File: src/rtl/core/imdct12_pkg.sv
package imdct12_pkg;

   localparam int unsigned WordWidth     = 32;
   localparam int unsigned ProductWidth  = 2 * WordWidth;
   localparam int unsigned SampleCount   = 6;
   localparam int unsigned CsrIndexWidth = 8;

   typedef logic [WordWidth-1:0] word_type;

   // configuration register map
   typedef enum logic [CsrIndexWidth-1:0] {
      CSR_COS30_HALF = 8'd0,
      CSR_MID_TERM   = 8'd1,
      CSR_SUM_TERM   = 8'd2,
      CSR_DIFF_TERM  = 8'd3
   } csr_index_type;

   localparam word_type CoefCos30HalfReset = 32'd1859775393;
   localparam word_type CoefMidTermReset   = 32'd1518500250;
   localparam word_type CoefSumTermReset   = 32'd1111619334;
   localparam word_type CoefDiffTermReset  = 32'd2074309917;

   typedef struct packed {
      word_type cos30_half;
      word_type mid_term;
      word_type sum_term;
      word_type diff_term;
   } coef_type;

   typedef struct packed {
      word_type w0;
      word_type w1;
      word_type w2;
      word_type w3;
      word_type w4;
      word_type w5;
   } sample_type;

   // running sums after the first stage
   typedef struct packed {
      word_type a0;
      word_type a1;
      word_type a2;
      word_type a3;
      word_type a4;
      word_type a5;
   } prefix_type;

   // multiplier operands plus the terms that bypass the multipliers
   typedef struct packed {
      word_type d;
      word_type base;
      word_type op_a2;
      word_type op_a3;
      word_type op_mid;
      word_type mix;
   } operand_type;

   // first rank of products, mix still waits for the scaled third sum
   typedef struct packed {
      word_type d;
      word_type base;
      word_type mix;
      word_type p_a2;
      word_type p_a3;
      word_type p_mid;
   } partial_type;

   typedef struct packed {
      word_type d;
      word_type base;
      word_type p_a2;
      word_type p_mid;
      word_type p_sum;
      word_type p_diff;
   } product_type;

   typedef struct packed {
      word_type y_pair_0_5;
      word_type y_pair_1_4;
      word_type y_pair_2_3;
      word_type y_pair_6_11;
      word_type y_pair_7_10;
      word_type y_pair_8_9;
   } result_type;

   // high word of the signed 64-bit product
   function automatic word_type qmul(input word_type value, input word_type coef);
      logic signed [ProductWidth-1:0] prod;
      prod = $signed(value) * $signed(coef);
      return prod[ProductWidth-1:WordWidth];
   endfunction

endpackage

File: src/rtl/core/imdct12_csr.sv
module imdct12_csr (
   input  logic                                 clock,
   input  logic                                 reset,
   input  logic                                 csr_valid,
   output logic                                 csr_ready,
   input  logic [imdct12_pkg::CsrIndexWidth-1:0] csr_index,
   input  imdct12_pkg::word_type                 csr_wdata,
   output imdct12_pkg::coef_type                 coef
);
   import imdct12_pkg::*;

   coef_type coef_ff;
   coef_type coef_in;

   assign csr_ready = 1'b1;
   assign coef      = coef_ff;

   always_comb begin
      coef_in = coef_ff;
      if (csr_valid) begin
         unique case (csr_index)
            CSR_COS30_HALF: coef_in.cos30_half = csr_wdata;
            CSR_MID_TERM:   coef_in.mid_term   = csr_wdata;
            CSR_SUM_TERM:   coef_in.sum_term   = csr_wdata;
            CSR_DIFF_TERM:  coef_in.diff_term  = csr_wdata;
            default:        coef_in = coef_ff;
         endcase
      end
   end

   always_ff @(posedge clock) begin
      if (reset) begin
         coef_ff.cos30_half <= CoefCos30HalfReset;
         coef_ff.mid_term   <= CoefMidTermReset;
         coef_ff.sum_term   <= CoefSumTermReset;
         coef_ff.diff_term  <= CoefDiffTermReset;
      end else begin
         coef_ff <= coef_in;
      end
   end

endmodule

File: config.mk
export PLATFORM = sky130hd
export DESIGN_NAME = imdct12_csr
export DESIGN_NICKNAME = d
export VERILOG_FILES = /design/src/rtl/core/imdct12_pkg.sv /design/src/rtl/core/imdct12_csr.sv
export SDC_FILE = /design/constraint.sdc
export NUM_CORES = 1
export LEC_CHECK = 0
export ABC_CLOCK_PERIOD_IN_PS = 2500
export BUFFER_PORTS_ARGS = -buffer_cell sky130_fd_sc_hd__buf_2
export CAP_MARGIN = 10
export CORE_ASPECT_RATIO = 1.2
export CORE_UTILIZATION = 40
export CTS_BUF_LIST = sky130_fd_sc_hd__clkbuf_8
export CTS_CLUSTER_SIZE = 20
export DETAILED_ROUTE_END_ITERATION = 8
export HOLD_SLACK_MARGIN = 0.1
export PLACE_DENSITY = 0.68
export SYNTH_ARGS = -nofsm -noshare
export SYNTH_HDL_FRONTEND = slang
export SYNTH_SLANG_ARGS = --single-unit
File: constraint.sdc
create_clock -name clock -period 2.5 [get_ports clock]
set_input_delay 0.5 -clock clock [delete_from_list [all_inputs] [get_ports clock]]
set_output_delay 0.5 -clock clock [all_outputs]
set_load 0.1 [all_outputs]
==> results.json <==
{
  "worstSetupEndpointType": "flip-flop",
  "drtAntennaViolNets": 0,
  "hold_class": "primary input to flip-flop",
  "syn_to_final_growth_pct": 24.71,
  "synth_top_cell_area_share_pct": 49.71,
  "cp_slowest_cell": "or4b_4",
  "drc": 2,
  "root_buffer": "clkbuf_8",
  "post-route-period-util_pct": 70.81,
  "grt_usage_pct": 17.91,
  "diodes": 0,
  "die_w_microns": 105.6,
  "period_minus_slack_ns": 1.770,
  "critical_path_required_ns": 2.79,
  "htreeDepth": 4,
  "timing.hold.ws_ns": 0.3436,
  "routabilityCongestion": 0.7522,
  "initialDrtViolationCount": 142,
  "worst_hold_startpoint": "csr_wdata[16]",
  "yosysSeqAreaShare_pct": 49.71,
  "setup_viol": 0,
  "critPathBufInv": 2,
  "totalWireLength_mm": 11.83,
  "post_cts_buffers": 0,
  "num_rows": 45,
  "failed_checks": "design-rule violations",
  "grt_setup_unrepaired": "no",
  "ir_drop_uv": 346.7,
  "worst_pin_slew_ns": 0.5110,
  "multiInputGateArea_sq_mm": 0.002268,
  "syn_area_sq_mm": 0.005155,
  "start_util_pct": 40.87,
  "overflow": 0,
  "grt_first_pass_wirelength_mm": 18.69,
  "regToRegSetupSlack_ns": 1.87,
  "layout-drive-gt1-share_pct": 32.42,
  "ys_seq_elements": 128,
  "ctsResizeCount": 0,
  "worst_slack_ns": 0.7297,
  "critPathLaunch": "csr_index[6]",
  "clk_latency_ns": 0.42,
  "crit_fanout": 15,
  "synth_cells": 485,
  "viasPerCell": 4.676,
  "vias": 3853,
  "first_pass_iters": 6,
  "status": "finished with violations",
  "dieArea_sq_mm": 0.01335,
  "fillers": 1167,
  "regArea_sq_mm": 0.002562,
  "syn_avg_cell_area_sq_um": 10.63,
  "start_kind": "primary input",
  "largest_reg_flops": 128,
  "io_buffer_count": 170,
  "crit_type": "primary input to flip-flop",
  "path_clk_slew_ns": 0.08,
  "hold_violations": 0,
  "antenna_found_initial": 0,
  "rr_startpoint": "coef[33]$_SDFFE_PP1P_",
  "fmax_mhz": 564.9,
  "grt_max_degree": 72,
  "num_io_pins": 172,
  "grt_pass1_vias": 3869,
  "syn-num-nets": 528,
  "nets": 690,
  "core_sq_mm": 0.01261,
  "dpl.hpwl_mm": 8.153,
  "cts_hold_buf": 0,
  "cp.arrival_ns": 2.06,
  "ys_types": 15,
  "pwr_density_cell_mw_per_mm2": 644.4,
  "wl_per_cell_microns": 14.36,
  "slew_headroom_pct": 66.17,
  "finalPower_uw": 4143,
  "fin_worst_skew_ns": 0,
  "cts_tree": "built",
  "die_h_microns": 126.4,
  "slew_violations": 0,
  "synth_area_leader_cell": "dfxtp_1",
  "setup-tns-final_ns": 0,
  "cts.sinks": 128,
  "synth.area.top_cells": "dfxtp_1 50%, mux2i_1 25%, nand2b_1 11%",
  "path_cells": "buf_2 -> or4b_4 -> or3_2 -> buf_4 -> mux2i_1",
  "cts_buffers": 17,
  "cts_buffer_depth": 2,
  "yosysWarnings": 0,
  "critPathTopFamily": "simple AND/OR/NAND/NOR gates",
  "place_ws_ns": 0.2830,
  "final_area_sq_mm": 0.006429,
  "postPlaceCellArea_sq_mm": 0.005998,
  "cpPeakStageDelay_ns": 0.56,
  "cap_violations": 0,
  "power.static_leakage_uw": 0.003277
}
[layout by cell type, fill, tap and decap left out]
master and instances:
buf_12 3, buf_2 169, buf_4 7, bufinv_16 4
clkbuf_8 19, clkinv_2 5, clkinv_4 1, clkinvlp_4 1
conb_1 1, dfxtp_1 128, inv_1 3, mux2i_1 128
nand2b_1 89, nor2_1 95, nor3_4 1, or3_2 3
or4_1 1, or4b_1 1, or4b_4 1
[power breakdown]
part / internal [uW] / switching [uW]
Sequential: 2040 / 1.34
Combinational: 71.1 / 115
Clock: 1130 / 789
[metal layers]
layer	part of all wire, %	vias up	GRT usage [%]	wire length (microns)
li1	-	1911	-	-
met1	43	1815	20.93	5113
met2	50	113	31.46	5912
met3	5.2	14	4.728	615
met4	1.6	0	6.536	190
met5	0	-	0	0
[worst paths after layout]
path         cells past startpoint                     end
max                              5    coef[9]$_SDFFE_PP0P_
min                              3   coef[80]$_SDFFE_PP0P_
max reg2reg                      2   coef[33]$_SDFFE_PP1P_
min reg2reg                      2  coef[102]$_SDFFE_PP0P_
[per-stage QoR]
step,instances,util (%)
3_5_place_dp,792,47.56
6_report,824,50.97
5_1_grt,824,50.97
4_1_cts,824,50.97
3_3_place_gp,792,47.56
2_1_floorplan,485,-
[cells in the mapped netlist (all sizes together)]
cell	n
dfxtp	128
mux2i	128
nor2	95
nand2b	89
clkbuf	20
buf	16
or3	3
or4b	2
conb	1
inv	1
nor3	1
or4	1
[worst min-delay path, stage by stage]
cell      delay, ns
buf_2          0.11
nand2b_1       0.06
mux2i_1        0.05
[cell families after synthesis]
| group | synth area share [%] |
|---|---|
| other | 0.07275 |
| multiplexers | 24.85 |
| flip-flops | 49.71 |
| buffers and inverters | 6.480 |
| AND/OR/NAND/NOR | 18.88 |
[area by class of cell]
class / count / area share [%]
inverter: 1 / 0.05839
sequential: 128 / 39.86
timing repair buffer: 179 / 14.91
tap: 164 / 3.192
clock inverter: 13 / 2.627
multi-input combinational: 320 / 35.29
clock buffer: 19 / 4.068
(Power assumes the default switching activity.)
