[config.mk]
export PLATFORM = sky130hd
export DESIGN_NAME = imdct12_prefix
export DESIGN_NICKNAME = d
export VERILOG_FILES = /design/src/rtl/core/imdct12_pkg.sv /design/src/rtl/core/imdct12_prefix.sv
export SDC_FILE = /design/constraint.sdc
export NUM_CORES = 1
export LEC_CHECK = 0
export ABC_AREA = 1
export BUFFER_PORTS_ARGS = -buffer_cell sky130_fd_sc_hd__buf_4
export CORE_MARGIN = 2
export CORE_UTILIZATION = 56
export CTS_CLUSTER_DIAMETER = 200
export DETAILED_ROUTE_END_ITERATION = 10
export PLACE_DENSITY = 0.82
export SYNTH_ARGS = -nofsm -noshare
export SYNTH_HDL_FRONTEND = slang
export SYNTH_SLANG_ARGS = --single-unit
[constraint.sdc]
create_clock -name clock -period 14.36 [get_ports clock]
set_input_delay 2.872 -clock clock [delete_from_list [all_inputs] [get_ports clock]]
set_output_delay 2.872 -clock clock [all_outputs]
set_load 0.02 [all_outputs]
[src/rtl/core/imdct12_pkg.sv]
package imdct12_pkg;

   localparam int unsigned WordWidth     = 32;
   localparam int unsigned ProductWidth  = 2 * WordWidth;
   localparam int unsigned SampleCount   = 6;
   localparam int unsigned CsrIndexWidth = 8;

   typedef logic [WordWidth-1:0] word_type;

   // configuration register map
   typedef enum logic [CsrIndexWidth-1:0] {
      CSR_COS30_HALF = 8'd0,
      CSR_MID_TERM   = 8'd1,
      CSR_SUM_TERM   = 8'd2,
      CSR_DIFF_TERM  = 8'd3
   } csr_index_type;

   localparam word_type CoefCos30HalfReset = 32'd1859775393;
   localparam word_type CoefMidTermReset   = 32'd1518500250;
   localparam word_type CoefSumTermReset   = 32'd1111619334;
   localparam word_type CoefDiffTermReset  = 32'd2074309917;

   typedef struct packed {
      word_type cos30_half;
      word_type mid_term;
      word_type sum_term;
      word_type diff_term;
   } coef_type;

   typedef struct packed {
      word_type w0;
      word_type w1;
      word_type w2;
      word_type w3;
      word_type w4;
      word_type w5;
   } sample_type;

   // running sums after the first stage
   typedef struct packed {
      word_type a0;
      word_type a1;
      word_type a2;
      word_type a3;
      word_type a4;
      word_type a5;
   } prefix_type;

   // multiplier operands plus the terms that bypass the multipliers
   typedef struct packed {
      word_type d;
      word_type base;
      word_type op_a2;
      word_type op_a3;
      word_type op_mid;
      word_type mix;
   } operand_type;

   // first rank of products, mix still waits for the scaled third sum
   typedef struct packed {
      word_type d;
      word_type base;
      word_type mix;
      word_type p_a2;
      word_type p_a3;
      word_type p_mid;
   } partial_type;

   typedef struct packed {
      word_type d;
      word_type base;
      word_type p_a2;
      word_type p_mid;
      word_type p_sum;
      word_type p_diff;
   } product_type;

   typedef struct packed {
      word_type y_pair_0_5;
      word_type y_pair_1_4;
      word_type y_pair_2_3;
      word_type y_pair_6_11;
      word_type y_pair_7_10;
      word_type y_pair_8_9;
   } result_type;

   // high word of the signed 64-bit product
   function automatic word_type qmul(input word_type value, input word_type coef);
      logic signed [ProductWidth-1:0] prod;
      prod = $signed(value) * $signed(coef);
      return prod[ProductWidth-1:WordWidth];
   endfunction

endpackage

[src/rtl/core/imdct12_prefix.sv]
module imdct12_prefix (
   input  logic                    clock,
   input  logic                    reset,
   input  logic                    in_valid,
   output logic                    in_ready,
   input  imdct12_pkg::sample_type in_data,
   output logic                    out_valid,
   input  logic                    out_ready,
   output imdct12_pkg::prefix_type out_data
);
   import imdct12_pkg::*;

   logic       valid_ff;
   prefix_type data_ff;
   prefix_type data_in;
   word_type   a3_raw;
   word_type   a1_raw;

   assign in_ready  = !valid_ff || out_ready;
   assign out_valid = valid_ff;
   assign out_data  = data_ff;

   always_comb begin
      a1_raw     = in_data.w1 + in_data.w0;
      a3_raw     = in_data.w3 + in_data.w2;
      data_in.a0 = in_data.w0;
      data_in.a1 = a1_raw;
      data_in.a2 = in_data.w2 + in_data.w1;
      data_in.a3 = a3_raw + a1_raw;
      data_in.a4 = in_data.w4 + in_data.w3;
      data_in.a5 = (in_data.w5 + in_data.w4) + a3_raw;
   end

   always_ff @(posedge clock) begin
      if (reset) begin
         valid_ff <= 1'b0;
      end else if (in_ready) begin
         valid_ff <= in_valid;
      end
   end

   always_ff @(posedge clock) begin
      if (in_valid && in_ready) begin
         data_ff <= data_in;
      end
   end

endmodule

==> flow_metrics.env, run 1 <==
export IMPL_fmax_mhz=147
export IMPL_ys_ff_latch=193
export IMPL_viasPerCell=5.94
export IMPL_cp_max_fo=6
export IMPL_route_final_wire_length_mm=65.7
export IMPL_dp_hpwl_mm=55.1
export IMPL_cts_setup_buffers=0
export IMPL_setup_reg_to_reg_worst_slack_ns=12.54
export IMPL_yosys_cell_types=37
export IMPL_finish_utilization_pct=70.0
export IMPL_arrival_ns=7.05
export IMPL_fin_ws_ns=7.54
export IMPL_critical_path_depth=20
export IMPL_cts_hold_buffers_added=0
export IMPL_setup_tns_final_ns=0
export IMPL_multiInputGateArea_um2=10500
export IMPL_timing_max_slew_rel_slack_pct=27.2
export IMPL_via_count_of_the_first_global_routing_pass=16800
export IMPL_floorplan_initialDensity_pct=56.8
export IMPL_avgRoutedWirePerCell_um=22.3
export IMPL_die_footprint_um2=32400
export IMPL_static_leak_nw=10.1
export IMPL_post_route_clock_period_utilization_pct=47.5
export IMPL_coreArea_um2=30500
export IMPL_setup_worst_path_class="in2reg"
export IMPL_critical_path_endpoint_type="flip-flop"
export IMPL_cts_tree="done"
export IMPL_outcome="completed"
export IMPL_placed_cells_incl_taps=2913
export IMPL_timing_final_max_slew_violations=0
export IMPL_final_min_clock_period_ns=6.82
export IMPL_htreeDepth=4
export IMPL_fillCellCount=2351
export IMPL_worst_r2r_path_depth=2
export IMPL_place_area_um2=20800
export IMPL_slowest_stage="fa_1"
export IMPL_reg2reg_from="out_valid"
export IMPL_unrepaired_setup_endpoints_after_global_routing="no"
export IMPL_cts_root_buffer_cell="clkbuf_16"
export IMPL_synthesis_area_per_instance_um2=8.15
export IMPL_timing_critical_path_from="in_data[64]"
export IMPL_grt_max_degree=193
export IMPL_floorplan_io_pins=390
export IMPL_detailedRoute_firstIterationViolations=1934
export IMPL_synth_cells=2127
export IMPL_cts_path_max_buffers=2
export IMPL_placement_io_buffers=389
export IMPL_worst_path_dominant_cell_family="adder cells"
export IMPL_setup_worst_path_start_class="input port"
export IMPL_dp_slack_ns=7.17
export IMPL_final_hold_viol_count=0
export IMPL_timing_critical_path_slowest_cell_delay_ns=0.50
export IMPL_ys_warnings_count=0
export IMPL_antenna_found_initial=0
export IMPL_worstMarginPinSlew_ns=1.09
export IMPL_floorplan_die_height_um=180
export IMPL_hold_slack_ns=0.567
export IMPL_grt_first_pass_wirelength_mm=97.7
export IMPL_ys_seq_area_share_pct=33.4
export IMPL_antenna_violating_nets_post_route=0
export IMPL_clock_sink_count=193
export IMPL_postLayoutCellArea_um2=21300
export IMPL_critical_path_most_common_cell="nand2_1"
export IMPL_globalplace_congestion=1.06
export IMPL_fp_dieW_um=180
export IMPL_fin_worst_skew_ns=0.0140
export IMPL_timing_max_cap_violations=0
export IMPL_drc_errors=0
export IMPL_worst_setup_hold_path_clk_slew_ns=0.08
export IMPL_placement_row_count=64
export IMPL_vdd_ir_drop_worst_mv=0.0897
export IMPL_clock_insertion_delay_worst_skew_ns=0.47
export IMPL_flow_area_growth_from_synthesis_pct=23.1
export IMPL_critical_path_required_ns=14.59
export IMPL_area_occupied_by_registers_um2=5790
export IMPL_syn_nets=2545
export IMPL_hp_class="reg2reg"
export IMPL_cp_cell_sequence="buf_4, ha_1, fa_1, nand3_1, nand2_1, a21oi_1, o21bai_1, nand4_1, nand3_1, xor2_1, fa_1, ha_1, nand2_1, nor2_1, inv_1, nor4_1, nand2_1, nand3_1, nand3b_1, nand2_1"
export IMPL_power_per_cell_area_nw_per_um2=142
export IMPL_post_cts_resize_count=0
export IMPL_instances_no_fill=2945
export IMPL_total_number_of_vias=17500
export IMPL_post_synth_instance_area_um2=17300
export IMPL_total_power_mw=3.02
export IMPL_share_of_layout_cells_above_drive_strength_1_pct=18.1
export IMPL_setup_violations=0
export IMPL_drt_pre_antenna_iters=8
export IMPL_endpoint="out_data[31]"
export IMPL_path_buf_inv=2
export IMPL_numCtsBuffers=17
export IMPL_worst_r2r_endpoint="out_data[1]"
export IMPL_grt_util_all_layers_pct=39.7
export IMPL_nets=2954
export IMPL_grt_ovfl_total=0
export IMPL_n_antenna_cell=0
registers in the layout (all words and copies together) (netlist names):
signal / cells
out_data: 192
out_valid: 1
metal layers:
layer | track usage [%] | vias to the layer above | routed length [um]
li1 | - | 8075 | -
met1 | 53.4 | 8014 | 26700
met2 | 61.1 | 1177 | 28600
met3 | 8.45 | 220 | 6860
met4 | 19.4 | 0 | 3520
met5 | 0 | - | 0
worst min path at each step:
stage	start	end	slack, ns	cells after the start
3_5_place_dp	out_valid	out_valid	0.55	2
3_3_place_gp	out_valid	out_valid	0.52	2
4_1_cts	out_valid	out_valid	0.57	2
2_1_floorplan	out_valid	out_valid	0.71	2
6_report	out_valid	out_valid	0.57	2
5_1_grt	out_valid	out_valid	0.58	2
layout make-up:
| class | count | area share [%] |
|---|---|---|
| Multi-Input combinational cell | 1646 | 49.1 |
| Clock inverter | 13 | 0.598 |
| Inverter | 288 | 5.06 |
| Timing Repair Buffer | 390 | 13.8 |
| Sequential cell | 193 | 27.1 |
| Tap cell | 396 | 2.32 |
| Clock buffer | 19 | 2.03 |
worst min-delay path: cells and delay by family, from the launching register on:
kind / cells / cell delay [ns]
flops: 1 / 0.35
simple gates: 1 / 0.11
compound gates: 1 / 0.06
Yosys cell counts (all sizes together):
cell type	n	share of area (%)
and3	1	0.036
or2	1	0.036
nand3	98	2.8
nor3b	2	0.18
xnor2	64	3.2
xor2	92	4.6
o211ai	8	0.35
fa	37	4.3
dfxtp	1	0.12
a21oi	243	7.1
nor3	13	0.38
nand3b	6	0.26
nand2	464	10
o2111ai	6	0.30
o221ai	8	0.40
ha	185	13
o21bai	38	1.6
inv	288	6.2
nor2	189	4.1
nand4	16	0.58
and2	1	0.036
nor4	6	0.22
o21a	7	0.30
o21ai	102	3.4
a21o	33	1.4
edfxtp	192	33
a21boi	18	0.78
a31oi	8	0.29
cell usage in the layout, fill, tap and decap left out, types with 4 or more instances in the layout:
master,instances
buf_4,389
edfxtp_1,192
o21a_1,7
a21oi_1,240
inv_6,4
o21bai_1,38
nand2_2,14
o2111ai_1,6
o211ai_1,8
nor4_1,6
xor2_1,92
a21boi_0,17
inv_1,288
nor3_1,13
clkbuf_16,17
o21ai_2,20
nand3b_1,6
o221ai_1,8
fa_1,37
a21o_1,32
nand3_1,98
nand4_1,16
nand2_1,450
xnor2_1,64
o21ai_0,81
ha_1,185
nor2_1,188
a31oi_1,8
report_power, final:
part | switching, mW | total, mW | leakage [nW] | internal (mW)
clock network | 0.249 | 0.478 | 0.268 | 0.230
registers | 0.0543 | 0.872 | 1.87 | 0.818
logic | 1.08 | 1.67 | 7.99 | 0.596
kinds of logic (layout without fill, tap and decap cells):
logic type               count (synthesis)  count (layout)  synth area share, %
AO/OA/AOI/OAI                          471             471                 16.0
XOR/XNOR                               156             156                 7.88
flip-flops                             193             193                 33.4
adder cells (fa/ha/maj)                222             222                 17.6
buffers and inverters                  288             710                 6.24
AND/OR/NAND/NOR                        797             797                 18.9
Power figures use the tool's default switching activity.
==> run 2, diff against run 1 <==
CORE_UTILIZATION = 51   (was 56)
PLACE_DENSITY = 0.79   (was 0.82)
clock period = 5.5 ns   (was 14.36 ns; I/O delays follow)
==> flow_metrics.env, run 2 (synthesis results as in run 1) <==
export IMPL_timing_max_cap_violations=0
export IMPL_vdd_ir_drop_worst_mv=0.246
export IMPL_detailedRoute_firstIterationViolations=1504
export IMPL_die_footprint_um2=35500
export IMPL_drt_pre_antenna_iters=6
export IMPL_timing_critical_path_slowest_cell_delay_ns=0.61
export IMPL_worstMarginPinSlew_ns=1.01
export IMPL_final_min_clock_period_ns=4.97
export IMPL_setup_worst_path_class="in2reg"
export IMPL_fp_dieW_um=188
export IMPL_antenna_violating_nets_post_route=0
export IMPL_nets=2959
export IMPL_drc_errors=0
export IMPL_hp_class="reg2reg"
export IMPL_global_route_usage_met3_pct=8.68
export IMPL_floorplan_initialDensity_pct=51.7
export IMPL_internal_power_mw=4.35
export IMPL_global_route_peak_usage_layer="met2"
export IMPL_use_met1_pct=49.5
export IMPL_dp_hpwl_mm=55.7
export IMPL_grt_first_pass_wirelength_mm=95.9
export IMPL_setup_reg_to_reg_worst_slack_ns=3.73
export IMPL_static_leak_nw=10.2
export IMPL_worst_r2r_path_depth=2
export IMPL_htreeDepth=4
export IMPL_antenna_found_initial=0
export IMPL_cts_setup_buffers=0
export IMPL_flow_area_growth_from_synthesis_pct=23.8
export IMPL_cts_root_buffer_cell="clkbuf_16"
export IMPL_hold_path_cell_count=2
export IMPL_most_common_layout_cells="450 x nand2_1, 394 x buf_4, 288 x inv_1"
export IMPL_worst_r2r_endpoint="out_data[29]"
export IMPL_timing_max_slew_rel_slack_pct=32.7
export IMPL_cp_max_fo=6
export IMPL_total_number_of_vias=17000
export IMPL_postLayoutCellArea_um2=21500
export IMPL_globalplace_congestion=0.995
export IMPL_critical_path_most_common_cell="nand2_1"
export IMPL_cts_tree="done"
export IMPL_instances_no_fill=3002
export IMPL_clock_sink_count=193
export IMPL_power_switching_fraction_pct=44.8
export IMPL_floorplan_io_pins=390
export IMPL_critical_path_endpoint_type="flip-flop"
export IMPL_final_hold_viol_count=0
export IMPL_setup_violations=0
export IMPL_gr_usage_met2_pct=56.2
export IMPL_slowest_stage="a21boi_0"
export IMPL_viasPerCell=5.66
export IMPL_placement_io_buffers=389
export IMPL_outcome="completed"
export IMPL_numCtsBuffers=17
export IMPL_post_cts_resize_count=0
export IMPL_floorplan_die_height_um=188
export IMPL_critical_path_required_ns=5.74
export IMPL_cts_path_max_buffers=2
export IMPL_n_antenna_cell=0
export IMPL_fmax_mhz=201
export IMPL_setup_tns_final_ns=0
export IMPL_avgRoutedWirePerCell_um=21.8
export IMPL_switching_power_mw=3.53
export IMPL_seq_power_share_pct=28.7
export IMPL_hold_slack_ns=0.548
export IMPL_share_clk_of_total_power_pct=16.3
export IMPL_hold_path_end="out_valid"
export IMPL_placement_row_count=67
export IMPL_placed_cells_incl_taps=2970
export IMPL_grt_max_degree=115
export IMPL_cp_cell_sequence="buf_4, ha_1, a21oi_1, a21boi_0, o21a_1, nand3_1, xor2_1, fa_1, ha_1, nand2_1, nor2_1, inv_1, nor4_1, nand2_1, nand3_1, nand3b_1, nand2_1"
export IMPL_unrepaired_setup_endpoints_after_global_routing="no"
export IMPL_setup_worst_path_start_class="input port"
export IMPL_reg2reg_from="out_valid"
export IMPL_arrival_ns=5.22
export IMPL_post_route_clock_period_utilization_pct=90.4
export IMPL_grt_util_all_layers_pct=36.4
export IMPL_grt_ovfl_total=0
export IMPL_clock_insertion_delay_worst_skew_ns=0.48
export IMPL_power_per_cell_area_nw_per_um2=367
export IMPL_fillCellCount=2882
export IMPL_share_of_layout_cells_above_drive_strength_1_pct=18.2
export IMPL_timing_final_max_slew_violations=0
export IMPL_share_comb_of_total_power_pct=55.0
export IMPL_holdCritStartpoint="out_valid"
export IMPL_most_common_library_cell_in_the_layout_ignoring_fill_and_taps="nand2_1"
export IMPL_coreArea_um2=33500
export IMPL_largest_reg_flops=192
export IMPL_fin_worst_skew_ns=0.0143
export IMPL_worst_setup_hold_path_clk_slew_ns=0.09
export IMPL_place_area_um2=20900
export IMPL_path_buf_inv=2
export IMPL_route_final_wire_length_mm=65.4
export IMPL_via_count_of_the_first_global_routing_pass=16100
export IMPL_worst_path_dominant_cell_family="adder cells"
export IMPL_cts_hold_buffers_added=0
==> run 2: layer usage <==
metal	wire [um]	vias up
met5	133	-
met4	2430	2
met3	6460	119
met2	28600	929
met1	27700	7850
li1	-	8089
==> run 2: power groups by stage <==
stage	registers, mW	clock network, mW	logic, mW
global placement	2.29	0	4.21
CTS	2.26	1.28	4.26
finish	2.26	1.28	4.34
global route	2.29	1.33	4.68
detailed placement	2.29	0	4.24
floorplan	2.68	0	2.26
==> run 2: worst max path at each step <==
stage | depth (start not counted) | to | slack, ns | startpoint
after floorplan | 2 | out_data[0] | 0.67 | out_ready
after global placement | 20 | out_data[31] | 0.18 | in_data[64]
after detailed placement | 20 | out_data[31] | 0.16 | in_data[64]
after CTS | 20 | out_data[31] | 0.63 | in_data[64]
after global routing | 20 | out_data[31] | 0.29 | in_data[64]
final | 17 | out_data[31] | 0.53 | in_data[89]
==> run 2: worst register-to-register path, delay by kind of cell (launching register included) <==
kind	cells	cell delay, ns
compound gates	1	0.19
buf+inv	1	0.76
flops	1	0.35
==> run 2: through the flow <==
step | worst slack (ns) | utilization, % | power, mW
2_1_floorplan | 0.673 | - | 4.94
3_3_place_gp | 0.184 | 62.3 | 6.49
3_5_place_dp | 0.162 | 62.3 | 6.53
4_1_cts | 0.626 | 64.0 | 7.81
5_1_grt | 0.290 | 64.0 | 8.30
6_report | 0.527 | 64.0 | 7.88
==> run 2: cell type report <==
class	count	area, um2	area share, %
multi-input cells	1646	10500	48.8
flip-flops and latches	193	5790	27.0
repair buffers	395	2980	13.9
inverters	288	1080	5.04
well taps	448	561	2.61
clock buffers	21	450	2.10
clock inverters	11	123	0.571
