**src/rtl/core/imdct12_pkg.sv**
```systemverilog
package imdct12_pkg;

   localparam int unsigned WordWidth     = 32;
   localparam int unsigned ProductWidth  = 2 * WordWidth;
   localparam int unsigned SampleCount   = 6;
   localparam int unsigned CsrIndexWidth = 8;

   typedef logic [WordWidth-1:0] word_type;

   // configuration register map
   typedef enum logic [CsrIndexWidth-1:0] {
      CSR_COS30_HALF = 8'd0,
      CSR_MID_TERM   = 8'd1,
      CSR_SUM_TERM   = 8'd2,
      CSR_DIFF_TERM  = 8'd3
   } csr_index_type;

   localparam word_type CoefCos30HalfReset = 32'd1859775393;
   localparam word_type CoefMidTermReset   = 32'd1518500250;
   localparam word_type CoefSumTermReset   = 32'd1111619334;
   localparam word_type CoefDiffTermReset  = 32'd2074309917;

   typedef struct packed {
      word_type cos30_half;
      word_type mid_term;
      word_type sum_term;
      word_type diff_term;
   } coef_type;

   typedef struct packed {
      word_type w0;
      word_type w1;
      word_type w2;
      word_type w3;
      word_type w4;
      word_type w5;
   } sample_type;

   // running sums after the first stage
   typedef struct packed {
      word_type a0;
      word_type a1;
      word_type a2;
      word_type a3;
      word_type a4;
      word_type a5;
   } prefix_type;

   // multiplier operands plus the terms that bypass the multipliers
   typedef struct packed {
      word_type d;
      word_type base;
      word_type op_a2;
      word_type op_a3;
      word_type op_mid;
      word_type mix;
   } operand_type;

   // first rank of products, mix still waits for the scaled third sum
   typedef struct packed {
      word_type d;
      word_type base;
      word_type mix;
      word_type p_a2;
      word_type p_a3;
      word_type p_mid;
   } partial_type;

   typedef struct packed {
      word_type d;
      word_type base;
      word_type p_a2;
      word_type p_mid;
      word_type p_sum;
      word_type p_diff;
   } product_type;

   typedef struct packed {
      word_type y_pair_0_5;
      word_type y_pair_1_4;
      word_type y_pair_2_3;
      word_type y_pair_6_11;
      word_type y_pair_7_10;
      word_type y_pair_8_9;
   } result_type;

   // high word of the signed 64-bit product
   function automatic word_type qmul(input word_type value, input word_type coef);
      logic signed [ProductWidth-1:0] prod;
      prod = $signed(value) * $signed(coef);
      return prod[ProductWidth-1:WordWidth];
   endfunction

endpackage

```
**src/rtl/core/imdct12_operand.sv**
```systemverilog
module imdct12_operand (
   input  logic                     clock,
   input  logic                     reset,
   input  logic                     in_valid,
   output logic                     in_ready,
   input  imdct12_pkg::prefix_type  in_data,
   output logic                     out_valid,
   input  logic                     out_ready,
   output imdct12_pkg::operand_type out_data
);
   import imdct12_pkg::*;

   logic        valid_ff;
   operand_type data_ff;
   operand_type data_in;
   word_type    a5_mix;
   word_type    mid_diff;

   assign in_ready  = !valid_ff || out_ready;
   assign out_valid = valid_ff;
   assign out_data  = data_ff;

   always_comb begin
      a5_mix          = in_data.a5 + {in_data.a1[WordWidth-2:0], 1'b0};
      mid_diff        = in_data.a1 - in_data.a5;
      data_in.d       = in_data.a0 - in_data.a4;
      // halving keeps the sign
      data_in.base    = in_data.a0 + word_type'($signed(in_data.a4) >>> 1);
      data_in.op_a2   = {in_data.a2[WordWidth-2:0], 1'b0};
      data_in.op_a3   = {in_data.a3[WordWidth-3:0], 2'b00};
      data_in.op_mid  = {mid_diff[WordWidth-2:0], 1'b0};
      data_in.mix     = a5_mix;
   end

   always_ff @(posedge clock) begin
      if (reset) begin
         valid_ff <= 1'b0;
      end else if (in_ready) begin
         valid_ff <= in_valid;
      end
   end

   always_ff @(posedge clock) begin
      if (in_valid && in_ready) begin
         data_ff <= data_in;
      end
   end

endmodule

```
**config.mk**
```make
export PLATFORM = sky130hd
export DESIGN_NAME = imdct12_operand
export DESIGN_NICKNAME = d
export VERILOG_FILES = /design/src/rtl/core/imdct12_pkg.sv /design/src/rtl/core/imdct12_operand.sv
export SDC_FILE = /design/constraint.sdc
export NUM_CORES = 1
export LEC_CHECK = 0
export ABC_AREA = 1
export CORE_MARGIN = 1.5
export CORE_UTILIZATION = 55
export CTS_CLUSTER_DIAMETER = 60
export DETAILED_ROUTE_END_ITERATION = 10
export DONT_BUFFER_PORTS = 1
export PLACE_DENSITY = 0.81
export SLEW_MARGIN = 5
export SYNTH_ARGS = -nofsm -noshare
export SYNTH_HDL_FRONTEND = slang
export SYNTH_SLANG_ARGS = --single-unit
```
**constraint.sdc**
```tcl
create_clock -name clock -period 15.8 [get_ports clock]
set_input_delay 0.79 -clock clock [delete_from_list [all_inputs] [get_ports clock]]
set_output_delay 0.79 -clock clock [all_outputs]
set_load 0.005 [all_outputs]
```
==> results of run 1 <==
area by class of cell:
| cell class | count | area share (%) |
|---|---|---|
| multi-input combinational | 1498 | 46.6 |
| sequential | 189 | 34.9 |
| inverter | 503 | 11.6 |
| tap | 341 | 2.63 |
| clock buffer | 17 | 2.62 |
| clock inverter | 15 | 1.40 |
| timing repair buffer | 3 | 0.139 |
cell families after synthesis:
| family | Yosys count | synth area share, % |
|---|---|---|
| flops | 189 | 37.4 |
| xor+xnor | 61 | 3.53 |
| compound gates | 100 | 3.61 |
| simple gates | 1207 | 32.0 |
| fa+ha+maj | 126 | 10.6 |
| buf+inv | 508 | 12.8 |
| other cells | 1 | 0.0248 |
flip-flops by register name, summed over array words and instances, names as in the netlist:
| signal | cells |
|---|---|
| out_valid | 1 |
| out_data | 188 |
cell usage after synthesis (all sizes together):
cell type	count	area, um^2
nand2	908	3460
a21oi	85	425
fa	4	80.1
edfxtp	188	5650
ha	122	1530
xnor2	4	35.0
dfxtp	1	20.0
buf	5	41.3
nor2	155	604
nor3	14	70.1
nand4	18	113
inv	503	1890
nand3b	2	15.0
conb	1	3.75
or2	1	6.26
nand3	107	571
a21o	4	30.0
xor2	57	499
o21bai	11	90.1
and2	2	12.5
power by group:
part | leakage [nW] | internal [W] | switching (W)
clock network | 0.314 | 0.000226 | 0.000249
logic | 7.08 | 0.000120 | 0.000249
registers | 1.83 | 0.000625 | 0.0000321
total | 9.23 | 0.000970 | 0.000530
routing by layer:
metal	part of all wire, %	vias to the layer above	track usage (%)
li1	-	6745	-
met1	41	5999	35.2
met2	47	536	51.7
met3	8.3	97	7.46
met4	3.7	0	11.8
met5	0	-	0
stage by stage:
| stage | cells | hold slack (ns) |
|---|---|---|
| 6_report | 2566 | 0.400 |
| 5_1_grt | 2566 | 0.390 |
| 4_1_cts | 2566 | 0.382 |
| 3_5_place_dp | 2534 | 0.591 |
| 3_3_place_gp | 2534 | 0.582 |
| 2_1_floorplan | 2195 | 0.507 |
path summary, 6_finish.rpt:
path                                 from  cells past startpoint      endpoint
worst max register to register  out_valid                      2  out_data[21]
worst min register to register  out_valid                      2     out_valid
worst max-delay path            out_ready                      3  out_data[21]
worst min-delay path                reset                      1     out_valid
placed cells by master (no fill, tap or decap), drive strengths merged:
cell type	n
a21oi	85
nand2	908
conb	4
or2	1
clkbuf	17
buf	3
inv	513
clkinv	5
xnor2	4
a21o	4
nand3b	2
ha	122
o21bai	11
nand4	18
nand3	107
and2	2
dfxtp	1
fa	4
xor2	57
nor3	14
nor2	155
edfxtp	188
==> results.json, run 1 <==
{
  "worstSetupEndpointType": "register",
  "place_hpwl_um": 35300,
  "vias": 13400,
  "drive_above_1_share_pct": 3.24,
  "cp_max_fo": 74,
  "root_buffer": "clkbuf_16",
  "cp-start-kind": "primary input",
  "max_freq_mhz": 464,
  "rsz0062_at_grt": "false",
  "globalplace.congestion": 1.04,
  "drc": 0,
  "grt_usage_pct": 29.7,
  "synthToLayoutAreaGrowth_pct": 7.15,
  "clk_pin_slew_ns": 0.09,
  "worst_skew_pair.late_latency_ns": 0.45,
  "design_area_um2": 16200,
  "fin_nets": 2534,
  "grt_overflow": 0,
  "fillerInstances": 2435,
  "htreeDepth": 4,
  "cts_tree": "done",
  "final_util_pct": 60.2,
  "cts_setup_buffers": 0,
  "power.total_w": 0.00150,
  "numCtsBuffers": 17,
  "ant_nets": 0,
  "dieArea_um2": 28500,
  "postCtsResizedCells": 0,
  "slew_violations": 0,
  "grt_first_pass_wirelength_um": 65500,
  "placed_cell_area_um2": 15600,
  "rows": 60,
  "path_delay_family": "buffers and inverters",
  "slowest_stage": "buf_4",
  "r2r_slack_ns": 13.66,
  "coreArea_um2": 27000,
  "max_slew.worst_pin.slew_ns": 0.871,
  "setup_viol": 0,
  "pre_cts_ws_ns": 13.17,
  "synth_seq_cells": 189,
  "antenna_found_initial": 0,
  "routed_wl_um": 42300,
  "powerDensity_nw_per_um2": 92.5,
  "cp_data_arrival_time_ns": 2.23,
  "setup_tns_ns": 0,
  "relSlewSlack_pct": 41.9,
  "critical_path_required_ns": 15.88,
  "die_h_um": 169,
  "path_class": "primary input to register",
  "synthesis.area_um2": 15100,
  "hold_viol": 0,
  "worstHoldPathType": "primary input to register",
  "status": "complete, no violations",
  "start_util_pct": 56.1,
  "first_iter_violations": 916,
  "clockBufferDepth": 2,
  "synth.avg_cell_area_um2": 6.90,
  "cts.hold.buffers_added": 0,
  "diodes": 0,
  "vdd_drop_max_v": 0.0000733,
  "post-route-period-util_pct": 13.6,
  "leakage_nw": 9.23,
  "fin_skew_ns": 0.0133,
  "maxCapViolations": 0,
  "path_buf_inv": 2,
  "max_stage_delay_ns": 0.76,
  "grt_max_degree": 75,
  "grt_pass1_vias": 12700,
  "layout_setup_ws_ns": 13.65,
  "synth_warnings": 0,
  "ios": 390,
  "die_x_um": 169,
  "syn_inst": 2192,
  "period_minus_slack_ns": 2.15,
  "post_drt_via_cell_ratio": 5.21,
  "cts_sinks": 189,
  "drtPass1Iterations": 5,
  "numPortBuffers": 0,
  "worstPathCellList": "inv_1 > a21oi_4 > buf_4",
  "ys_types": 27,
  "seq_area_frac_synth_pct": 37.4,
  "register_area_um2": 5670,
  "multi_input_area_um2": 7560,
  "routedWlPerCell_um": 16.5
}
No activity file was read; power rests on OpenSTA's default activity.
==> run 2, diff against run 1 <==
Clock period 15.8 ns to 2.2 ns, I/O delays scaled along.
==> run 2 against run 1 <==
Routed wire length grew 6.3%. Cell area rose by 5.2%. Setup slack lost 13 ns. Die area did not move. Global-route usage grew 2.0 points. Critical path type unchanged. Largest power group unchanged.
==> results.json, run 2 (synthesis results as in run 1) <==
{
  "grt_max_degree": 67,
  "drtPass1Iterations": 8,
  "grt_pass1_vias": 13400,
  "numCtsBuffers": 17,
  "path_class": "primary input to register",
  "powerDensity_nw_per_um2": 642,
  "rsz0062_at_grt": "false",
  "cts_setup_buffers": 0,
  "drive_above_1_share_pct": 3.30,
  "fillerInstances": 2315,
  "vdd_drop_max_v": 0.000564,
  "htreeDepth": 4,
  "critical_path_required_ns": 2.41,
  "clk_pin_slew_ns": 0.08,
  "antenna_found_initial": 0,
  "fin_skew_ns": 0.0208,
  "register_area_um2": 5670,
  "leakage_nw": 9.58,
  "worst_skew_pair.late_latency_ns": 0.46,
  "postCtsResizedCells": 0,
  "cp-start-kind": "primary input",
  "final_util_pct": 63.3,
  "post_drt_via_cell_ratio": 5.30,
  "cts.hold.buffers_added": 78,
  "worstSetupEndpointType": "register",
  "start_util_pct": 56.1,
  "grt_first_pass_wirelength_um": 69700,
  "clockBufferDepth": 2,
  "status": "complete, no violations",
  "fin_nets": 2615,
  "coreArea_um2": 27000,
  "multi_input_area_um2": 7560,
  "slew_violations": 0,
  "layout_commonest_cell": "nand2_1",
  "root_buffer": "clkbuf_16",
  "die_h_um": 169,
  "place_hpwl_um": 35800,
  "largest_reg_flops": 188,
  "cts_tree": "done",
  "globalplace.congestion": 0.997,
  "grt_usage_pct": 31.7,
  "period_minus_slack_ns": 2.03,
  "ant_nets": 0,
  "worstHoldPathType": "primary input to register",
  "diodes": 0,
  "vias": 14000,
  "synthToLayoutAreaGrowth_pct": 12.7,
  "post-route-period-util_pct": 92.3,
  "dieArea_um2": 28500,
  "routed_wl_um": 44900,
  "max_slew.worst_pin.slew_ns": 0.503,
  "maxCapViolations": 0,
  "numPortBuffers": 0,
  "cts_sinks": 189,
  "routedWlPerCell_um": 17.0,
  "drc": 0,
  "first_iter_violations": 1134,
  "cp_data_arrival_time_ns": 2.24,
  "max_freq_mhz": 493,
  "rows": 60,
  "relSlewSlack_pct": 66.4,
  "layout_setup_ws_ns": 0.170,
  "mostFrequentLayoutCells": "nand2_1 (889), inv_1 (502), edfxtp_1 (188), nor2_1 (148), ha_1 (122)",
  "setup_viol": 0,
  "die_x_um": 169,
  "cp_max_fo": 4,
  "ios": 390,
  "pre_cts_ws_ns": 0.313,
  "hold_viol": 0,
  "grt_overflow": 0
}
[run 2: changes by cell type in the layout (fill, tap and decap cells not counted), sizes merged]
| cell | before | now |
|---|---|---|
| dlygate4sd3 | 0 | 78 |
| buf | 3 | 6 |
| clkinv | 5 | 3 |
| inv | 513 | 515 |
[run 2: stage by stage]
step                cell area, um^2  hold slack, ns  total power [W]  cells  setup TNS (ns)
finish                        17100         0.00662           0.0110   2647               0
global route                  17100          0.0314           0.0115   2647               0
CTS                           17100        0.000572           0.0109   2647               0
detailed placement            15600           0.199          0.00740   2537               0
global placement              15600           0.174          0.00734   2537               0
floorplan                     15200           0.172          0.00669   2195         -311.98
[run 2: cell type report]
cell class,instances,area share (%)
tap,341,2.50
clock inverter,15,1.29
multi-input combinational,1498,44.3
timing repair buffer,84,5.06
inverter,503,11.1
clock buffer,17,2.50
sequential,189,33.2
[run 2: power by group]
group	switching [W]	leakage (nW)	total, W	internal, W
clock	0.00179	0.311	0.00342	0.00162
combinational	0.00183	7.43	0.00281	0.000978
sequential	0.000248	1.83	0.00473	0.00448
[run 2: worst max-delay path, stage by stage]
cell and delay, ns:
dlygate4sd3_1 0.57, ha_1 0.27, fa_1 0.47, nand3_1 0.11
nand3_1 0.11, nand2_1 0.10, nand2_2 0.08, nand2_1 0.09
nand2_2 0.08, nand2_1 0.09, nand2_1 0.05, nand2_1 0.05
nand2_1 0.05
[run 2: per-layer routing]
layer	routed length (um)	GRT usage (%)
met4	2020	14.4
met1	17400	37.2
met3	4210	8.02
met2	21300	54.7
met5	0	0
[run 2: final timing paths]
path | start | to | slack [ns] | cells after the start
max | in_data[128] | out_data[29] | 0.17 | 13
min | in_data[160] | out_data[160] | 0.007 | 3
max reg2reg | out_valid | out_data[21] | 0.60 | 2
min reg2reg | out_valid | out_data[113] | 0.74 | 1
==> run 3, diff against run 2 <==
Settings changed: PLACE_DENSITY 0.81 to 0.82.
==> run 3 against run 2 <==
Cell count shrank 0.11%. Register-to-register slack gained 0.10 ns. Routed wire length shrank 1.4%. Core utilization shrank 0.098 points. Highest routed layer unchanged. Fmax shrank 2.1%. Cell area shrank 0.15%. Global-route usage shrank 0.87 points. Clock power grew 2%. Setup slack lost 0.044 ns. Via count shrank 0.51%. Power grew 0.43%. Flip-flop and latch count is the same.
==> results.json, run 3 (synthesis results as in run 1) <==
{
  "status": "complete, no violations",
  "first_iter_violations": 1176,
  "max_slew.worst_pin.slew_ns": 0.585,
  "start_util_pct": 56.1,
  "holdPathEnd": "out_data[160]",
  "numCtsBuffers": 17,
  "die_x_um": 169,
  "grt_usage_pct": 30.8,
  "worstReg2RegStart": "out_valid",
  "cp-startpoint": "in_data[128]",
  "grt_first_pass_wirelength_um": 68100,
  "leakage_nw": 9.56,
  "coreArea_um2": 27000,
  "drtPass1Iterations": 6,
  "setup_viol": 0,
  "numPortBuffers": 0,
  "grt_overflow": 0,
  "powerDensity_nw_per_um2": 646,
  "diodes": 0,
  "fin_nets": 2612,
  "max_freq_mhz": 482,
  "vias": 14000,
  "synthToLayoutAreaGrowth_pct": 12.5,
  "relSlewSlack_pct": 61.0,
  "layout_commonest_cell": "nand2_1",
  "worst_skew_pair.late_latency_ns": 0.45,
  "cts_sinks": 189,
  "cts_setup_buffers": 0,
  "cp_max_fo": 3,
  "globalplace.congestion": 1.02,
  "setup_tns_ns": 0,
  "worstHoldPathType": "primary input to register",
  "cpMostUsedCell": "nand2_1",
  "routedWlPerCell_um": 16.7,
  "cts_tree": "done",
  "worstPathCellList": "dlygate4sd3_1 > inv_1 > ha_1 > fa_1 > inv_1 > nand3_1 > nand3_1 > nand2_1 > a21oi_1 > nor2_1 > nand2_1 > nand2_1",
  "drive_above_1_share_pct": 3.17,
  "holdCritStartpoint": "in_data[160]",
  "routed_wl_um": 44300,
  "clk_pin_slew_ns": 0.09,
  "grt_max_degree": 102,
  "worstSetupEndpointType": "register",
  "maxCapViolations": 0,
  "drc": 0,
  "fin_skew_ns": 0.0189,
  "path_class": "primary input to register",
  "vdd_drop_max_v": 0.000582,
  "critical_path_required_ns": 2.41,
  "period_minus_slack_ns": 2.07,
  "post_drt_via_cell_ratio": 5.28,
  "reg2regPathDepth": 2,
  "grt_pass1_vias": 13200,
  "htreeDepth": 4,
  "largest_reg_flops": 188,
  "mostFrequentLayoutCells": "nand2_1 (889), inv_1 (502), edfxtp_1 (188), nor2_1 (148), ha_1 (122)",
  "antenna_found_initial": 0,
  "root_buffer": "clkbuf_16",
  "slowest_stage": "dlygate4sd3_1",
  "max_stage_delay_ns": 0.59,
  "ant_nets": 0,
  "power.total_w": 0.0110,
  "dieArea_um2": 28500,
  "rows": 60,
  "timing.rr.end": "out_data[29]",
  "post-route-period-util_pct": 94.3,
  "cp_data_arrival_time_ns": 2.29,
  "slew_violations": 0,
  "ios": 390,
  "cp-start-kind": "primary input",
  "min_path_cells": 3,
  "r2r_slack_ns": 0.70,
  "rsz0062_at_grt": "false",
  "clockBufferDepth": 2,
  "place_hpwl_um": 35000,
  "dp_cells": 2533,
  "die_h_um": 169,
  "fin_cells": 2644,
  "hold_viol": 0
}
## run 3: cell types whose count changed in the layout (fill, tap and decap cells not counted), sizes merged
cell,before,now
dlygate4sd3,78,79
inv,515,517
buf,6,2
clkinv,3,1
## run 3: area by class of cell
cell class | instances | area, um^2
clock inverters | 15 | 224
fillers | 2294 | 9930
inverters | 503 | 1890
clock buffers | 17 | 425
multi-input cells | 1498 | 7560
repair buffers | 81 | 831
flip-flops and latches | 189 | 5670
well taps | 341 | 427
## run 3: power breakdown
part	internal, W	leakage (nW)	switching, W
clock	0.00164	0.316	0.00184
combinational	0.000970	7.41	0.00182
sequential	0.00449	1.83	0.000249
total	0.00710	9.56	0.00390
## run 3: worst max-delay path by stage
| stage | depth (start not counted) | slack, ns | to |
|---|---|---|---|
| finish | 12 | 0.13 | out_data[49] |
| global route | 13 | 0.05 | out_data[29] |
| CTS | 13 | 0.14 | out_data[29] |
| detailed placement | 12 | 0.30 | out_data[156] |
| global placement | 12 | 0.35 | out_data[29] |
| floorplan | 1 | -1.66 | out_data[0] |
## run 3: critical path: cells and delay by family
kind	cells	cell delay (ns)
AO/OA/AOI/OAI	1	0.25
AND/OR/NAND/NOR	6	0.54
adder cells (fa/ha/maj)	2	0.62
buffers and inverters	3	0.76
## run 3: per-stage QoR
| stage | area [um^2] | util (%) | worst slack [ns] | hold WS [ns] |
|---|---|---|---|---|
| floorplan | 15200 | - | -1.66 | 0.172 |
| global placement | 15600 | 57.8 | 0.348 | 0.174 |
| detailed placement | 15600 | 57.8 | 0.296 | 0.176 |
| CTS | 17000 | 63.2 | 0.145 | 0.00121 |
| global route | 17000 | 63.2 | 0.0452 | 0.000688 |
| finish | 17000 | 63.2 | 0.126 | 0.00878 |
## run 3: what timing repair did
| item | 4_1_cts | 5_1_grt |
|---|---|---|
| hold endpoints to repair | 73 | 0 |
| resized for setup | 0 | 1 |
| setup endpoints to repair | 0 | 2 |
| hold buffers | 79 | 0 |
## run 3: per-layer routing
| layer | global-route usage (%) | share of wire [%] | vias to the layer above | routed length [um] |
|---|---|---|---|---|
| met5 | 0 | 0 | - | 0 |
| met4 | 13.4 | 4.6 | 0 | 2020 |
| met3 | 7.81 | 9.7 | 128 | 4280 |
| met2 | 54.1 | 48 | 656 | 21200 |
| met1 | 35.6 | 38 | 6283 | 16800 |
| li1 | - | - | 6901 | - |
